--- config.mk ---
export PLATFORM = sky130hd
export DESIGN_NAME = serial_byte_master_with_clock_ack_unit
export DESIGN_NICKNAME = d
export VERILOG_FILES = /design/src/rtl/core/sbm_pkg.sv /design/src/rtl/core/sbm_core.sv /design/src/rtl/core/serial_byte_master_with_clock_ack_unit.sv
export SDC_FILE = /design/constraint.sdc
export NUM_CORES = 1
export LEC_CHECK = 0
export ABC_CLOCK_PERIOD_IN_PS = 5300
export BUFFER_PORTS_ARGS = -buffer_cell sky130_fd_sc_hd__buf_2
export CORE_ASPECT_RATIO = 0.6
export CORE_MARGIN = 5
export CORE_UTILIZATION = 55
export CTS_BUF_LIST = sky130_fd_sc_hd__clkbuf_4
export DETAILED_ROUTE_END_ITERATION = 6
export PLACE_DENSITY = 0.88
export RECOVER_POWER = 25
export SETUP_SLACK_MARGIN = 0.5
export SLEW_MARGIN = 10
export SYNTH_ARGS = -nofsm -noshare
export SYNTH_HDL_FRONTEND = slang
export SYNTH_HIERARCHICAL = 1
export SYNTH_SLANG_ARGS = --single-unit
--- constraint.sdc ---
create_clock -name clk -period 5.3 [get_ports clk]
set_input_delay 0.53 -clock clk [delete_from_list [all_inputs] [get_ports clk]]
set_output_delay 0.53 -clock clk [all_outputs]
set_load 0.02 [all_outputs]
--- src/rtl/core/sbm_pkg.sv ---
`timescale 1ns / 1ps
// ----------------------------------------------------------------------------
// sbm_pkg
// Shared types and constants for the serial byte master with clock acknowledge.
// ----------------------------------------------------------------------------
package sbm_pkg;

  localparam int CFG_DATA_W = 24;
  localparam int CFG_IDX_W  = 3;
  localparam int TICK_W     = 24;

  // configuration register indexes
  localparam logic [CFG_IDX_W-1:0] CFG_LOW_HALF     = 3'd0;
  localparam logic [CFG_IDX_W-1:0] CFG_HIGH_HALF    = 3'd1;
  localparam logic [CFG_IDX_W-1:0] CFG_POST_RELEASE = 3'd2;
  localparam logic [CFG_IDX_W-1:0] CFG_PULLDOWN_LIM = 3'd3;
  localparam logic [CFG_IDX_W-1:0] CFG_RELEASE_TMO  = 3'd4;

  // register reset values
  localparam logic [15:0] LOW_HALF_DEFAULT     = 16'd19;
  localparam logic [15:0] HIGH_HALF_DEFAULT    = 16'd16;
  localparam logic [7:0]  POST_RELEASE_DEFAULT = 8'd3;
  localparam logic [15:0] PULLDOWN_LIM_DEFAULT = 16'd100;
  localparam logic [23:0] RELEASE_TMO_DEFAULT  = 24'd100000;

  // completion status codes
  localparam logic [1:0] STATUS_OK          = 2'd0;
  localparam logic [1:0] STATUS_PULLDOWN_TO = 2'd1;
  localparam logic [1:0] STATUS_RELEASE_TO  = 2'd2;

  typedef enum logic [2:0] {
    PH_IDLE    = 3'd0,
    PH_LOW     = 3'd1,
    PH_HIGH    = 3'd2,
    PH_POST    = 3'd3,
    PH_PULL    = 3'd4,
    PH_REL     = 3'd5,
    PH_EXPIRED = 3'd6
  } phase_t;

  typedef struct packed {
    logic [15:0] low_half_ticks;
    logic [15:0] high_half_ticks;
    logic [7:0]  post_release_ticks;
    logic [15:0] pulldown_limit;
    logic [23:0] release_timeout_ticks;
  } cfg_t;

  typedef struct packed {
    logic       clk_drive_en;
    logic       clk_level;
    logic       mosi_level;
    logic       busy_res;
    logic       done_res;
    logic [1:0] status;
    logic [7:0] rx_byte;
  } res_t;

endpackage

--- src/rtl/core/sbm_core.sv ---
`timescale 1ns / 1ps
// ----------------------------------------------------------------------------
// sbm_core
// Per-tick bit engine: phase, bit and tick counters, shift registers, and the
// pin levels and completion result for the current tick.
// ----------------------------------------------------------------------------
module sbm_core (
  input  logic          clk,
  input  logic          rst_n,
  input  logic          step_en,
  input  sbm_pkg::cfg_t cfg,
  input  logic          start_req,
  input  logic [7:0]    tx_byte,
  input  logic          clk_line_in,
  input  logic          miso_in,
  output sbm_pkg::res_t res
);

  sbm_pkg::phase_t             phase_r, phase_nxt;
  logic [2:0]                  bit_idx_r, bit_idx_nxt;
  logic [sbm_pkg::TICK_W-1:0]  tick_r, tick_nxt;
  logic [7:0]                  tx_shift_r, tx_shift_nxt;
  logic [7:0]                  rx_shift_r, rx_shift_nxt;

  logic [15:0] low_eff;
  logic [15:0] high_eff;

  // a zero half period behaves as one tick
  assign low_eff  = (cfg.low_half_ticks == 16'd0) ? 16'd1 : cfg.low_half_ticks;
  assign high_eff = (cfg.high_half_ticks == 16'd0) ? 16'd1 : cfg.high_half_ticks;

  always_comb begin
    phase_nxt    = phase_r;
    bit_idx_nxt  = bit_idx_r;
    tick_nxt     = tick_r;
    tx_shift_nxt = tx_shift_r;
    rx_shift_nxt = rx_shift_r;

    res              = '0;
    res.clk_level    = 1'b1;
    res.mosi_level   = 1'b1;
    res.busy_res     = 1'b1;
    res.status       = sbm_pkg::STATUS_OK;

    if (!(phase_r inside {sbm_pkg::PH_LOW, sbm_pkg::PH_HIGH, sbm_pkg::PH_POST,
                          sbm_pkg::PH_PULL, sbm_pkg::PH_REL, sbm_pkg::PH_EXPIRED})) begin
      phase_nxt = sbm_pkg::PH_IDLE;
      if (start_req) begin
        // the start tick is already the first low tick
        tx_shift_nxt = tx_byte;
        rx_shift_nxt = 8'd0;
        bit_idx_nxt  = 3'd0;
        tick_nxt     = '0;
        phase_nxt    = sbm_pkg::PH_LOW;
      end else begin
        res.busy_res = 1'b0;
      end
    end

    case (phase_nxt)
      sbm_pkg::PH_LOW: begin
        res.clk_drive_en = 1'b1;
        res.clk_level    = 1'b0;
        res.mosi_level   = tx_shift_nxt[7];
        tick_nxt         = tick_nxt + 24'd1;
        if (tick_nxt >= {8'd0, low_eff}) begin
          phase_nxt = sbm_pkg::PH_HIGH;
          tick_nxt  = '0;
        end
      end
      sbm_pkg::PH_HIGH: begin
        res.clk_drive_en = 1'b1;
        res.clk_level    = 1'b1;
        res.mosi_level   = tx_shift_nxt[7];
        if (tick_nxt == '0) begin
          rx_shift_nxt = {rx_shift_nxt[6:0], miso_in};
        end
        tick_nxt = tick_nxt + 24'd1;
        if (tick_nxt >= {8'd0, high_eff}) begin
          tick_nxt = '0;
          if (bit_idx_nxt == 3'd7) begin
            phase_nxt = (cfg.post_release_ticks != 8'd0) ? sbm_pkg::PH_POST
                                                         : sbm_pkg::PH_PULL;
          end else begin
            bit_idx_nxt  = bit_idx_nxt + 3'd1;
            tx_shift_nxt = {tx_shift_nxt[6:0], 1'b0};
            phase_nxt    = sbm_pkg::PH_LOW;
          end
        end
      end
      sbm_pkg::PH_POST: begin
        // clock released, last data bit still held
        res.mosi_level = tx_shift_nxt[7];
        tick_nxt       = tick_nxt + 24'd1;
        if (tick_nxt >= {16'd0, cfg.post_release_ticks}) begin
          phase_nxt = sbm_pkg::PH_PULL;
          tick_nxt  = '0;
        end
      end
      sbm_pkg::PH_PULL: begin
        if (!clk_line_in) begin
          phase_nxt = sbm_pkg::PH_REL;
          tick_nxt  = '0;
        end else if (tick_nxt > {8'd0, cfg.pulldown_limit}) begin
          res.done_res = 1'b1;
          res.status   = sbm_pkg::STATUS_PULLDOWN_TO;
        end else begin
          tick_nxt = tick_nxt + 24'd1;
        end
      end
      sbm_pkg::PH_REL: begin
        if (clk_line_in) begin
          res.done_res = 1'b1;
          res.status   = sbm_pkg::STATUS_OK;
          res.rx_byte  = rx_shift_nxt;
        end else if (tick_nxt >= cfg.release_timeout_ticks) begin
          phase_nxt = sbm_pkg::PH_EXPIRED;
        end else begin
          tick_nxt = tick_nxt + 24'd1;
        end
      end
      sbm_pkg::PH_EXPIRED: begin
        res.done_res = 1'b1;
        res.status   = sbm_pkg::STATUS_RELEASE_TO;
      end
      default: begin
      end
    endcase

    if (res.done_res) begin
      res.busy_res = 1'b0;
      phase_nxt    = sbm_pkg::PH_IDLE;
      tick_nxt     = '0;
      bit_idx_nxt  = 3'd0;
    end
  end

  always_ff @(posedge clk) begin
    if (!rst_n) begin
      phase_r    <= sbm_pkg::PH_IDLE;
      bit_idx_r  <= 3'd0;
      tick_r     <= '0;
      tx_shift_r <= 8'd0;
      rx_shift_r <= 8'd0;
    end else if (step_en) begin
      phase_r    <= phase_nxt;
      bit_idx_r  <= bit_idx_nxt;
      tick_r     <= tick_nxt;
      tx_shift_r <= tx_shift_nxt;
      rx_shift_r <= rx_shift_nxt;
    end
  end

endmodule

--- src/rtl/core/serial_byte_master_with_clock_ack_unit.sv ---
`timescale 1ns / 1ps
// ----------------------------------------------------------------------------
// serial_byte_master_with_clock_ack_unit
// Tick-driven serial byte master, MSB first, idle clock high, with a clock
// pull-down / release acknowledge from the partner and two timeouts.
// ----------------------------------------------------------------------------
//  channel | dir | handshake            | payload
//  --------+-----+----------------------+------------------------------------
//  in_     | in  | in_valid / in_stall  | start_req, tx_byte, clk_line_in,
//          |     |                      | miso_in (one tick per request)
//  out_    | out | out_valid / out_stall| pin levels, busy, done, status, rx
//  cfg_    | in  | cfg_we               | cfg_index, cfg_wdata
//
//  One request per cycle while in_stall is low; its result is registered.
//  A two-entry output buffer (head plus skid) sits on the result side, so
//  in_stall rises only when both entries are full and is itself a register.
//  Reset clears the bit engine to idle and loads the timing register defaults.
//  User writes timing registers only while the engine is idle (not enforced).
// ----------------------------------------------------------------------------
module serial_byte_master_with_clock_ack_unit (
  input  logic                             clk,
  input  logic                             rst_n,

  input  logic                             in_valid,
  output logic                             in_stall,
  input  logic                             in_start_req,
  input  logic [7:0]                       in_tx_byte,
  input  logic                             in_clk_line_in,
  input  logic                             in_miso_in,

  output logic                             out_valid,
  input  logic                             out_stall,
  output logic                             out_clk_drive_en,
  output logic                             out_clk_level,
  output logic                             out_mosi_level,
  output logic                             out_busy_res,
  output logic                             out_done_res,
  output logic [1:0]                       out_status,
  output logic [7:0]                       out_rx_byte,

  input  logic                             cfg_we,
  input  logic [sbm_pkg::CFG_IDX_W-1:0]    cfg_index,
  input  logic [sbm_pkg::CFG_DATA_W-1:0]   cfg_wdata
);

  sbm_pkg::cfg_t cfg_r;
  sbm_pkg::res_t step_res;
  sbm_pkg::res_t head_r, head_nxt;
  sbm_pkg::res_t skid_r, skid_nxt;
  logic          head_valid_r, head_valid_nxt;
  logic          skid_valid_r, skid_valid_nxt;
  logic          accept;
  logic          pop;

  assign in_stall  = skid_valid_r;
  assign accept    = in_valid & ~skid_valid_r;
  assign out_valid = head_valid_r;
  assign pop       = head_valid_r & ~out_stall;

  // timing registers
  always_ff @(posedge clk) begin
    if (!rst_n) begin
      cfg_r.low_half_ticks        <= sbm_pkg::LOW_HALF_DEFAULT;
      cfg_r.high_half_ticks       <= sbm_pkg::HIGH_HALF_DEFAULT;
      cfg_r.post_release_ticks    <= sbm_pkg::POST_RELEASE_DEFAULT;
      cfg_r.pulldown_limit        <= sbm_pkg::PULLDOWN_LIM_DEFAULT;
      cfg_r.release_timeout_ticks <= sbm_pkg::RELEASE_TMO_DEFAULT;
    end else if (cfg_we) begin
      case (cfg_index)
        sbm_pkg::CFG_LOW_HALF:     cfg_r.low_half_ticks        <= cfg_wdata[15:0];
        sbm_pkg::CFG_HIGH_HALF:    cfg_r.high_half_ticks       <= cfg_wdata[15:0];
        sbm_pkg::CFG_POST_RELEASE: cfg_r.post_release_ticks    <= cfg_wdata[7:0];
        sbm_pkg::CFG_PULLDOWN_LIM: cfg_r.pulldown_limit        <= cfg_wdata[15:0];
        sbm_pkg::CFG_RELEASE_TMO:  cfg_r.release_timeout_ticks <= cfg_wdata[23:0];
        default: begin
        end
      endcase
    end
  end

  sbm_core u_core (
    .clk         (clk),
    .rst_n       (rst_n),
    .step_en     (accept),
    .cfg         (cfg_r),
    .start_req   (in_start_req),
    .tx_byte     (in_tx_byte),
    .clk_line_in (in_clk_line_in),
    .miso_in     (in_miso_in),
    .res         (step_res)
  );

  // two-entry output buffer
  always_comb begin
    head_valid_nxt = head_valid_r;
    head_nxt       = head_r;
    skid_valid_nxt = skid_valid_r;
    skid_nxt       = skid_r;
    if (pop) begin
      if (skid_valid_r) begin
        head_nxt       = skid_r;
        skid_valid_nxt = 1'b0;
      end else begin
        head_valid_nxt = 1'b0;
      end
    end
    if (accept) begin
      if (!head_valid_nxt) begin
        head_valid_nxt = 1'b1;
        head_nxt       = step_res;
      end else begin
        skid_valid_nxt = 1'b1;
        skid_nxt       = step_res;
      end
    end
  end

  always_ff @(posedge clk) begin
    if (!rst_n) begin
      head_valid_r <= 1'b0;
      skid_valid_r <= 1'b0;
    end else begin
      head_valid_r <= head_valid_nxt;
      skid_valid_r <= skid_valid_nxt;
    end
  end

  always_ff @(posedge clk) begin
    head_r <= head_nxt;
    skid_r <= skid_nxt;
  end

  assign out_clk_drive_en = head_r.clk_drive_en;
  assign out_clk_level    = head_r.clk_level;
  assign out_mosi_level   = head_r.mosi_level;
  assign out_busy_res     = head_r.busy_res;
  assign out_done_res     = head_r.done_res;
  assign out_status       = head_r.status;
  assign out_rx_byte      = head_r.rx_byte;

`ifndef SYNTH
  a_skid_needs_head: assert property (@(posedge clk) disable iff (!rst_n)
    skid_valid_r |-> head_valid_r)
    else $error("skid entry held without head entry");

  a_full_when_blocked: assert property (@(posedge clk) disable iff (!rst_n)
    (accept && head_valid_r && !pop) |=> skid_valid_r)
    else $error("request lost with head entry blocked");

  a_done_not_busy: assert property (@(posedge clk) disable iff (!rst_n)
    out_valid |-> !(out_done_res && out_busy_res))
    else $error("done and busy both set");

  a_status_with_done: assert property (@(posedge clk) disable iff (!rst_n)
    (out_valid && !out_done_res) |-> (out_status == sbm_pkg::STATUS_OK))
    else $error("status reported without done");

  a_rx_only_on_ok: assert property (@(posedge clk) disable iff (!rst_n)
    (out_valid && (out_rx_byte != 8'd0)) |->
      (out_done_res && (out_status == sbm_pkg::STATUS_OK)))
    else $error("received byte shown outside a good completion");
`endif

endmodule

==> impl_metrics.tcl, run 1 <==
set metrics [dict create \
    synth_compound_area_share_pct 19.7 \
    gp_congestion 0.974 \
    power_leakage_nw 4.43 \
    maxCapViolCount 2 \
    synthFlopType "dfxtp_1" \
    antennaDiodeCount 0 \
    drive_gt1_share_pct 10.1 \
    ir_drop_mv 0.177 \
    grt_pass1_wl_mm 45.2 \
    cp.required_ns 5.79 \
    grt_max_degree 72 \
    routed_via_density 6.27 \
    synth_top_family_by_area "simple AND/OR/NAND/NOR gates" \
    grt_pass1_vias 8873 \
    fp.dieW_um 182 \
    die_h_um 113 \
    hold_violations 0 \
    syn_to_final_growth_pct 7.37 \
    period_share_pct 91.6 \
    fin_ws_ns 0.446 \
    netlist.area_leader.share_pct 29.2 \
    yosys-top-cells-count "nand2_1, dfxtp_1, inv_1" \
    status "finished, violations left" \
    critPathKind "reg -> reg" \
    setup_viol 0 \
    tightest_slew_ns 2.60 \
    crit_fanout 14 \
    synth-edff-count 15 \
    post_cts_buffers 0 \
    yosysSeqAreaShare_pct 33.8 \
    max_freq_mhz 206 \
    violations "design-rule violations, max-capacitance violations, max-slew violations" \
    vias 9474 \
    ys_warn_count 6 \
    p_per_area_nw_per_um2 240 \
    yosysMostFrequentCell "nand2_1" \
    clock-sinks 158 \
    cts_root_buf "clkbuf_4" \
    cts_hold_buf 0 \
    drt-initial-drc-count 1290 \
    dp_slack_ns 0.00343 \
    synth_fa_ha_area_share_pct 10.4 \
    rsz0062_at_grt "false" \
    netlist_instances 1242 \
    io_pins 60 \
    grt_usage_pct 27.0 \
    yosys.area_share.simple_pct 25.8 \
    fin_nets 1388 \
    port_buffers 59 \
    core_um2 17300 \
    hpwl_mm 21.1 \
    start_util_pct 56.5 \
    cts_max_level 4 \
    synth_xor_area_share_pct 1.52 \
    startpoint_type "register" \
    finalMaxSlewViolations 129 \
    cts_resized 5 \
    synth_nets 1366 \
    cts_tree "built" \
    grt_overflow 0 \
    end_kind "register" \
    row_count 37 \
    cts_buffers 17 \
    wl_per_cell_um 18.8 \
    dr.pass1.iters 7 \
    synth.cell_area_um2 9790 \
    synthMuxAreaShare_pct 1.23 \
    finalClockSkew_ns 0.0343 \
    period_needed_ns 4.85 \
    ant_nets 0 \
    synth.distinct_cells 82 \
    clk_pin_slew_ns 0.17 \
    synthArstFlopShare_pct 0 \
    cp.arrival_ns 5.35 \
    hold_path_class "in -> reg" \
    worst_slew_margin_rel_pct -73.6 \
    routed_wl_mm 28.4 \
    clock_latency_ns 0.59 \
    yosys-top-cells-area "dfxtp_1, ha_1, nand2_1" \
    yosys.area.top_type "dfxtp_1" \
    ys_seq_elements 158 \
    die-area_um2 20700 \
    cts.path.max_buffers 2 \
    synth_area_per_cell_um2 7.88 \
    antenna_found_initial 0 \
    tns_ns 0 \
    route.detailed.drc 13 \
]
-- per-layer routing --
layer / track usage [%] / routed length [um] / vias up
met2: 38.6 / 11900 / 542
li1: - / - / 4433
met3: 7.42 / 3640 / 69
met4: 8.05 / 505 / 0
met5: 0 / 0 / -
met1: 39.6 / 12300 / 4430
-- power by group --
| part | internal [mW] | switching [mW] | total, mW |
|---|---|---|---|
| registers | 1.25 | 0.0370 | 1.29 |
| clock network | 0.249 | 0.496 | 0.745 |
| logic | 0.163 | 0.320 | 0.483 |
| total | 1.67 | 0.853 | 2.52 |
-- state kept, by name (all words and copies together) (netlist names) --
signal / cells
u_core/rx_shift_r: 8
out_clk_level: 1
u_core/phase_r: 3
out_done_res: 1
in_stall: 1
out_mosi_level: 1
out_status: 2
out_rx_byte: 8
out_clk_drive_en: 1
u_core/bit_idx_r: 3
u_core/tick_r: 24
u_core/tx_shift_r: 8
cfg_r: 80
out_busy_res: 1
skid_r: 15
out_valid: 1
-- final timing paths --
kind,from,slack [ns],cells after the start,endpoint
setup reg to reg,u_core/phase_r[0],0.45,17,u_core/tick_r[8]
hold / removal,cfg_wdata[21],0.22,3,cfg_r[21]
setup / recovery,u_core/phase_r[0],0.45,17,u_core/tick_r[8]
hold reg to reg,u_core/bit_idx_r[0],0.46,2,u_core/bit_idx_r[0]
-- cell type report --
| cell class | instances | area, um2 |
|---|---|---|
| flip-flops and latches | 158 | 3310 |
| clock inverters | 15 | 149 |
| inverters | 99 | 374 |
| repair buffers | 80 | 439 |
| fillers | 1561 | 6800 |
| multi-input cells | 908 | 5820 |
| well taps | 234 | 293 |
| clock buffers | 17 | 128 |
-- through the flow --
step | total power [mW] | cells | hold slack (ns) | area, um2 | utilization [%]
6_report | 2.52 | 1511 | 0.215 | 10500 | 60.7
5_1_grt | 2.63 | 1511 | 0.186 | 10500 | 60.7
4_1_cts | 2.50 | 1511 | 0.169 | 10500 | 60.5
3_5_place_dp | 1.77 | 1479 | 0.439 | 10200 | 58.8
3_3_place_gp | 1.75 | 1479 | 0.427 | 10200 | 58.8
2_1_floorplan | 1.61 | 1242 | 0.417 | 9800 | -
-- critical path, cell delays in order (launching register included) --
cell and delay [ns]:
dfxtp_1 0.70, and4_1 0.37, nor2_1 0.08, nand2_1 0.18, inv_1 0.09, ha_2 0.24, xnor2_2 0.37, ha_1 0.32
a211oi_1 0.25, o21ai_0 0.20, a21oi_2 0.32, nand4_1 0.24, nor4_4 0.48, a2111oi_4 0.16, o21ai_1 0.19, buf_4 0.19
o2111ai_1 0.10, o21ai_0 0.27
-- kinds of logic after synthesis --
kind of cell,count (synthesis)
AOI/OAI and AO/OA,281
muxes,12
buffers and inverters,176
adders and majority gates,81
and+or+nand+nor,517
xor gates and xnor gates,17
DFF,158
-- cells in the final DEF (no fill, tap or decap), types with 18 or more instances in the layout --
master | synthesis | final
and3_1 | 33 | 33
inv_1 | 97 | 97
nand2_1 | 229 | 229
dfxtp_1 | 143 | 143
buf_4 | 1 | 18
a31oi_1 | 20 | 20
o21ai_0 | 61 | 58
buf_2 | 29 | 57
nand3_1 | 53 | 53
nand4_1 | 22 | 22
ha_1 | 81 | 80
a21boi_0 | 34 | 44
nor2_1 | 60 | 58
nor3_1 | 34 | 34
nor2b_1 | 23 | 23
a21oi_1 | 43 | 42
No activity file was read; power rests on OpenSTA's default activity.
==> run 2, diff against run 1 <==
--- a/config.mk
+++ b/config.mk
@@ -9,10 +9,10 @@
 export BUFFER_PORTS_ARGS = -buffer_cell sky130_fd_sc_hd__buf_2
 export CORE_ASPECT_RATIO = 0.6
 export CORE_MARGIN = 5
-export CORE_UTILIZATION = 55
+export CORE_UTILIZATION = 30
 export CTS_BUF_LIST = sky130_fd_sc_hd__clkbuf_4
 export DETAILED_ROUTE_END_ITERATION = 6
-export PLACE_DENSITY = 0.88
+export PLACE_DENSITY = 0.59
 export RECOVER_POWER = 25
 export SETUP_SLACK_MARGIN = 0.5
 export SLEW_MARGIN = 10
==> run 2 against run 1 <==
Compared with the run above:
- critical path depth rose by 1
- non-clock buffer count rose by 6
- maximum frequency rose by 5.3%
- routed wire length rose by 8.7%
- final cell count rose by 13%
- sequential power barely moved
- via count fell by 3.9%
- global-route usage fell by 10 points
- register-to-register slack improved by 0.25 ns
- count of clock-buffer cells in the layout rose by 1
- die area rose by 77%
- the run ends with max-capacitance violations, max-slew violations left
- utilization fell by 27 points
==> impl_metrics.tcl, run 2 (synthesized netlist as in run 1, its figures left out) <==
set metrics [dict create \
    status "finished, violations left" \
    violations "max-capacitance violations, max-slew violations" \
    setup_viol 0 \
    fin_hold_ws_ns 0.170 \
    grt_max_degree 94 \
    routed_via_density 5.33 \
    die_h_um 150 \
    vias 9100 \
    drt-met1-wl_mm 15.7 \
    hold_violations 0 \
    regArea_um2 3310 \
    most-common-layout-cells "nand2_1, dfxtp_1, inv_1" \
    post_cts_buffers 0 \
    maxCapViolCount 1 \
    rr_worst_depth 18 \
    regMostFlops "cfg_r" \
    final_core_util_pct 33.4 \
    clk_pin_slew_ns 0.16 \
    clock_latency_ns 0.62 \
    route.detailed.drc 0 \
    finalClockSkew_ns 0.0330 \
    startpoint_type "register" \
    power_leakage_nw 4.46 \
    cts_hold_buf 0 \
    dr.pass1.iters 5 \
    critPathKind "reg -> reg" \
    cts_max_level 4 \
    fin_nets 1394 \
    io_pins 60 \
    grt_pass1_vias 8356 \
    dr_wl_met2_mm 12.2 \
    drt-initial-drc-count 1033 \
    crit_path_top_delay_cell "a2111oi_2" \
    drive_gt1_share_pct 10.4 \
    tightest_slew_ns 3.55 \
    finalPower_mw 2.54 \
    cts_tree "built" \
    highest_layer "met4" \
    antennaDiodeCount 0 \
    wl_per_cell_um 18.1 \
    p_per_area_nw_per_um2 235 \
    max_freq_mhz 217 \
    crit_fanout 7 \
    syn_to_final_growth_pct 10.0 \
    min_path_cells 3 \
    dp_slack_ns -0.142 \
    ir_drop_mv 0.192 \
    ant_nets 0 \
    period_share_pct 87.0 \
    tns_ns 0 \
    hpwl_mm 23.6 \
    start_util_pct 30.3 \
    finalMaxSlewViolations 94 \
    port_buffers 59 \
    hold_path_class "in -> reg" \
    cp.required_ns 5.82 \
    grt_usage_pct 16.7 \
    die-area_um2 36500 \
    end_kind "register" \
    rsz0062_at_grt "false" \
    met3WireLength_mm 2.63 \
    cp_cell_sequence "or4b_1 > and3_1 > ha_1 > buf_4 > nand3_1 > nor3_1 > o21ai_1 > inv_1 > ha_1 > and4_1 > nand4_1 > o211ai_1 > a21oi_1 > a2111oi_2 > o21ai_1 > buf_4 > a211oi_1 > nor3b_1" \
    cp_slowest_stage_delay_ns 0.57 \
    antenna_found_initial 0 \
    worst_slew_margin_rel_pct -137 \
    fp.dieW_um 243 \
    grt_overflow 0 \
    period_needed_ns 4.61 \
    core_um2 32300 \
    cp.arrival_ns 5.13 \
    cts.path.max_buffers 2 \
    final_common_cell "nand2_1" \
    fin_ws_ns 0.692 \
    clock-sinks 158 \
    multi_input_area_um2 5790 \
    grt_pass1_wl_mm 47.9 \
    largest_reg_flops 80 \
    nFillCells 3466 \
    routed_wl_mm 30.9 \
    cts_root_buf "clkbuf_4" \
    cts_buffers 17 \
    gp_congestion 0.941 \
    top_regs "cfg_r: 80 flops, u_core/tick_r: 24 flops, skid_r: 15 flops" \
    row_count 51 \
]
-- run 2: cell count changes in the layout (fill, tap and decap cells not counted), sizes merged --
| cell | previous run | this run |
|---|---|---|
| buf | 75 | 81 |
| clkbuf | 22 | 23 |
| clkinv | 5 | 3 |
| clkinvlp | 1 | 3 |
| inv | 107 | 106 |
-- run 2: metrics by stage --
stage	cells	instance area, um2
after floorplan	1242	9800
after global placement	1675	10500
after detailed placement	1675	10500
after CTS	1707	10800
after global routing	1707	10800
final	1707	10800
-- run 2: repair_timing --
item                                   CTS  global route
pin swaps                                0             3
setup endpoints to repair               15            17
gates resized for setup                  3             7
endpoints found under the hold margin    0             0
-- run 2: layer usage --
layer  vias to the layer above  global-route usage [%]
met4                         0                    3.34
met1                      4316                    25.6
li1                       4445                       -
met5                         -                       0
met3                        28                    4.98
met2                       311                    22.9
-- run 2: path summary, 6_finish.rpt --
| path | end | startpoint | slack [ns] |
|---|---|---|---|
| hold / removal | cfg_r[23] | cfg_wdata[23] | 0.17 |
| setup / recovery | u_core/tick_r[7] | u_core/phase_r[2] | 0.69 |
| setup reg to reg | u_core/tick_r[7] | u_core/phase_r[2] | 0.69 |
| hold reg to reg | u_core/bit_idx_r[0] | u_core/bit_idx_r[0] | 0.45 |
-- run 2: power breakdown --
group / internal [mW] / total, mW / switching, mW / leakage (nW)
registers: 1.25 / 1.29 / 0.0336 / 1.31
logic: 0.164 / 0.488 / 0.324 / 3.00
clock network: 0.256 / 0.760 / 0.505 / 0.149
-- run 2: final cells by class --
type | count | share of cell area, %
sequential | 158 | 30.8
tap | 424 | 4.92
clock inverter | 14 | 1.41
inverter | 99 | 3.47
clock buffer | 18 | 1.25
timing repair buffer | 86 | 4.49
multi-input combinational | 908 | 53.7
-- run 2: critical path, delay by kind of cell (launching register included) --
family / cells / cell delay, ns
DFF: 1 / 0.38
AOI/OAI and AO/OA: 6 / 1.54
and+or+nand+nor: 7 / 1.50
adders and majority gates: 2 / 0.57
buffers and inverters: 3 / 0.51
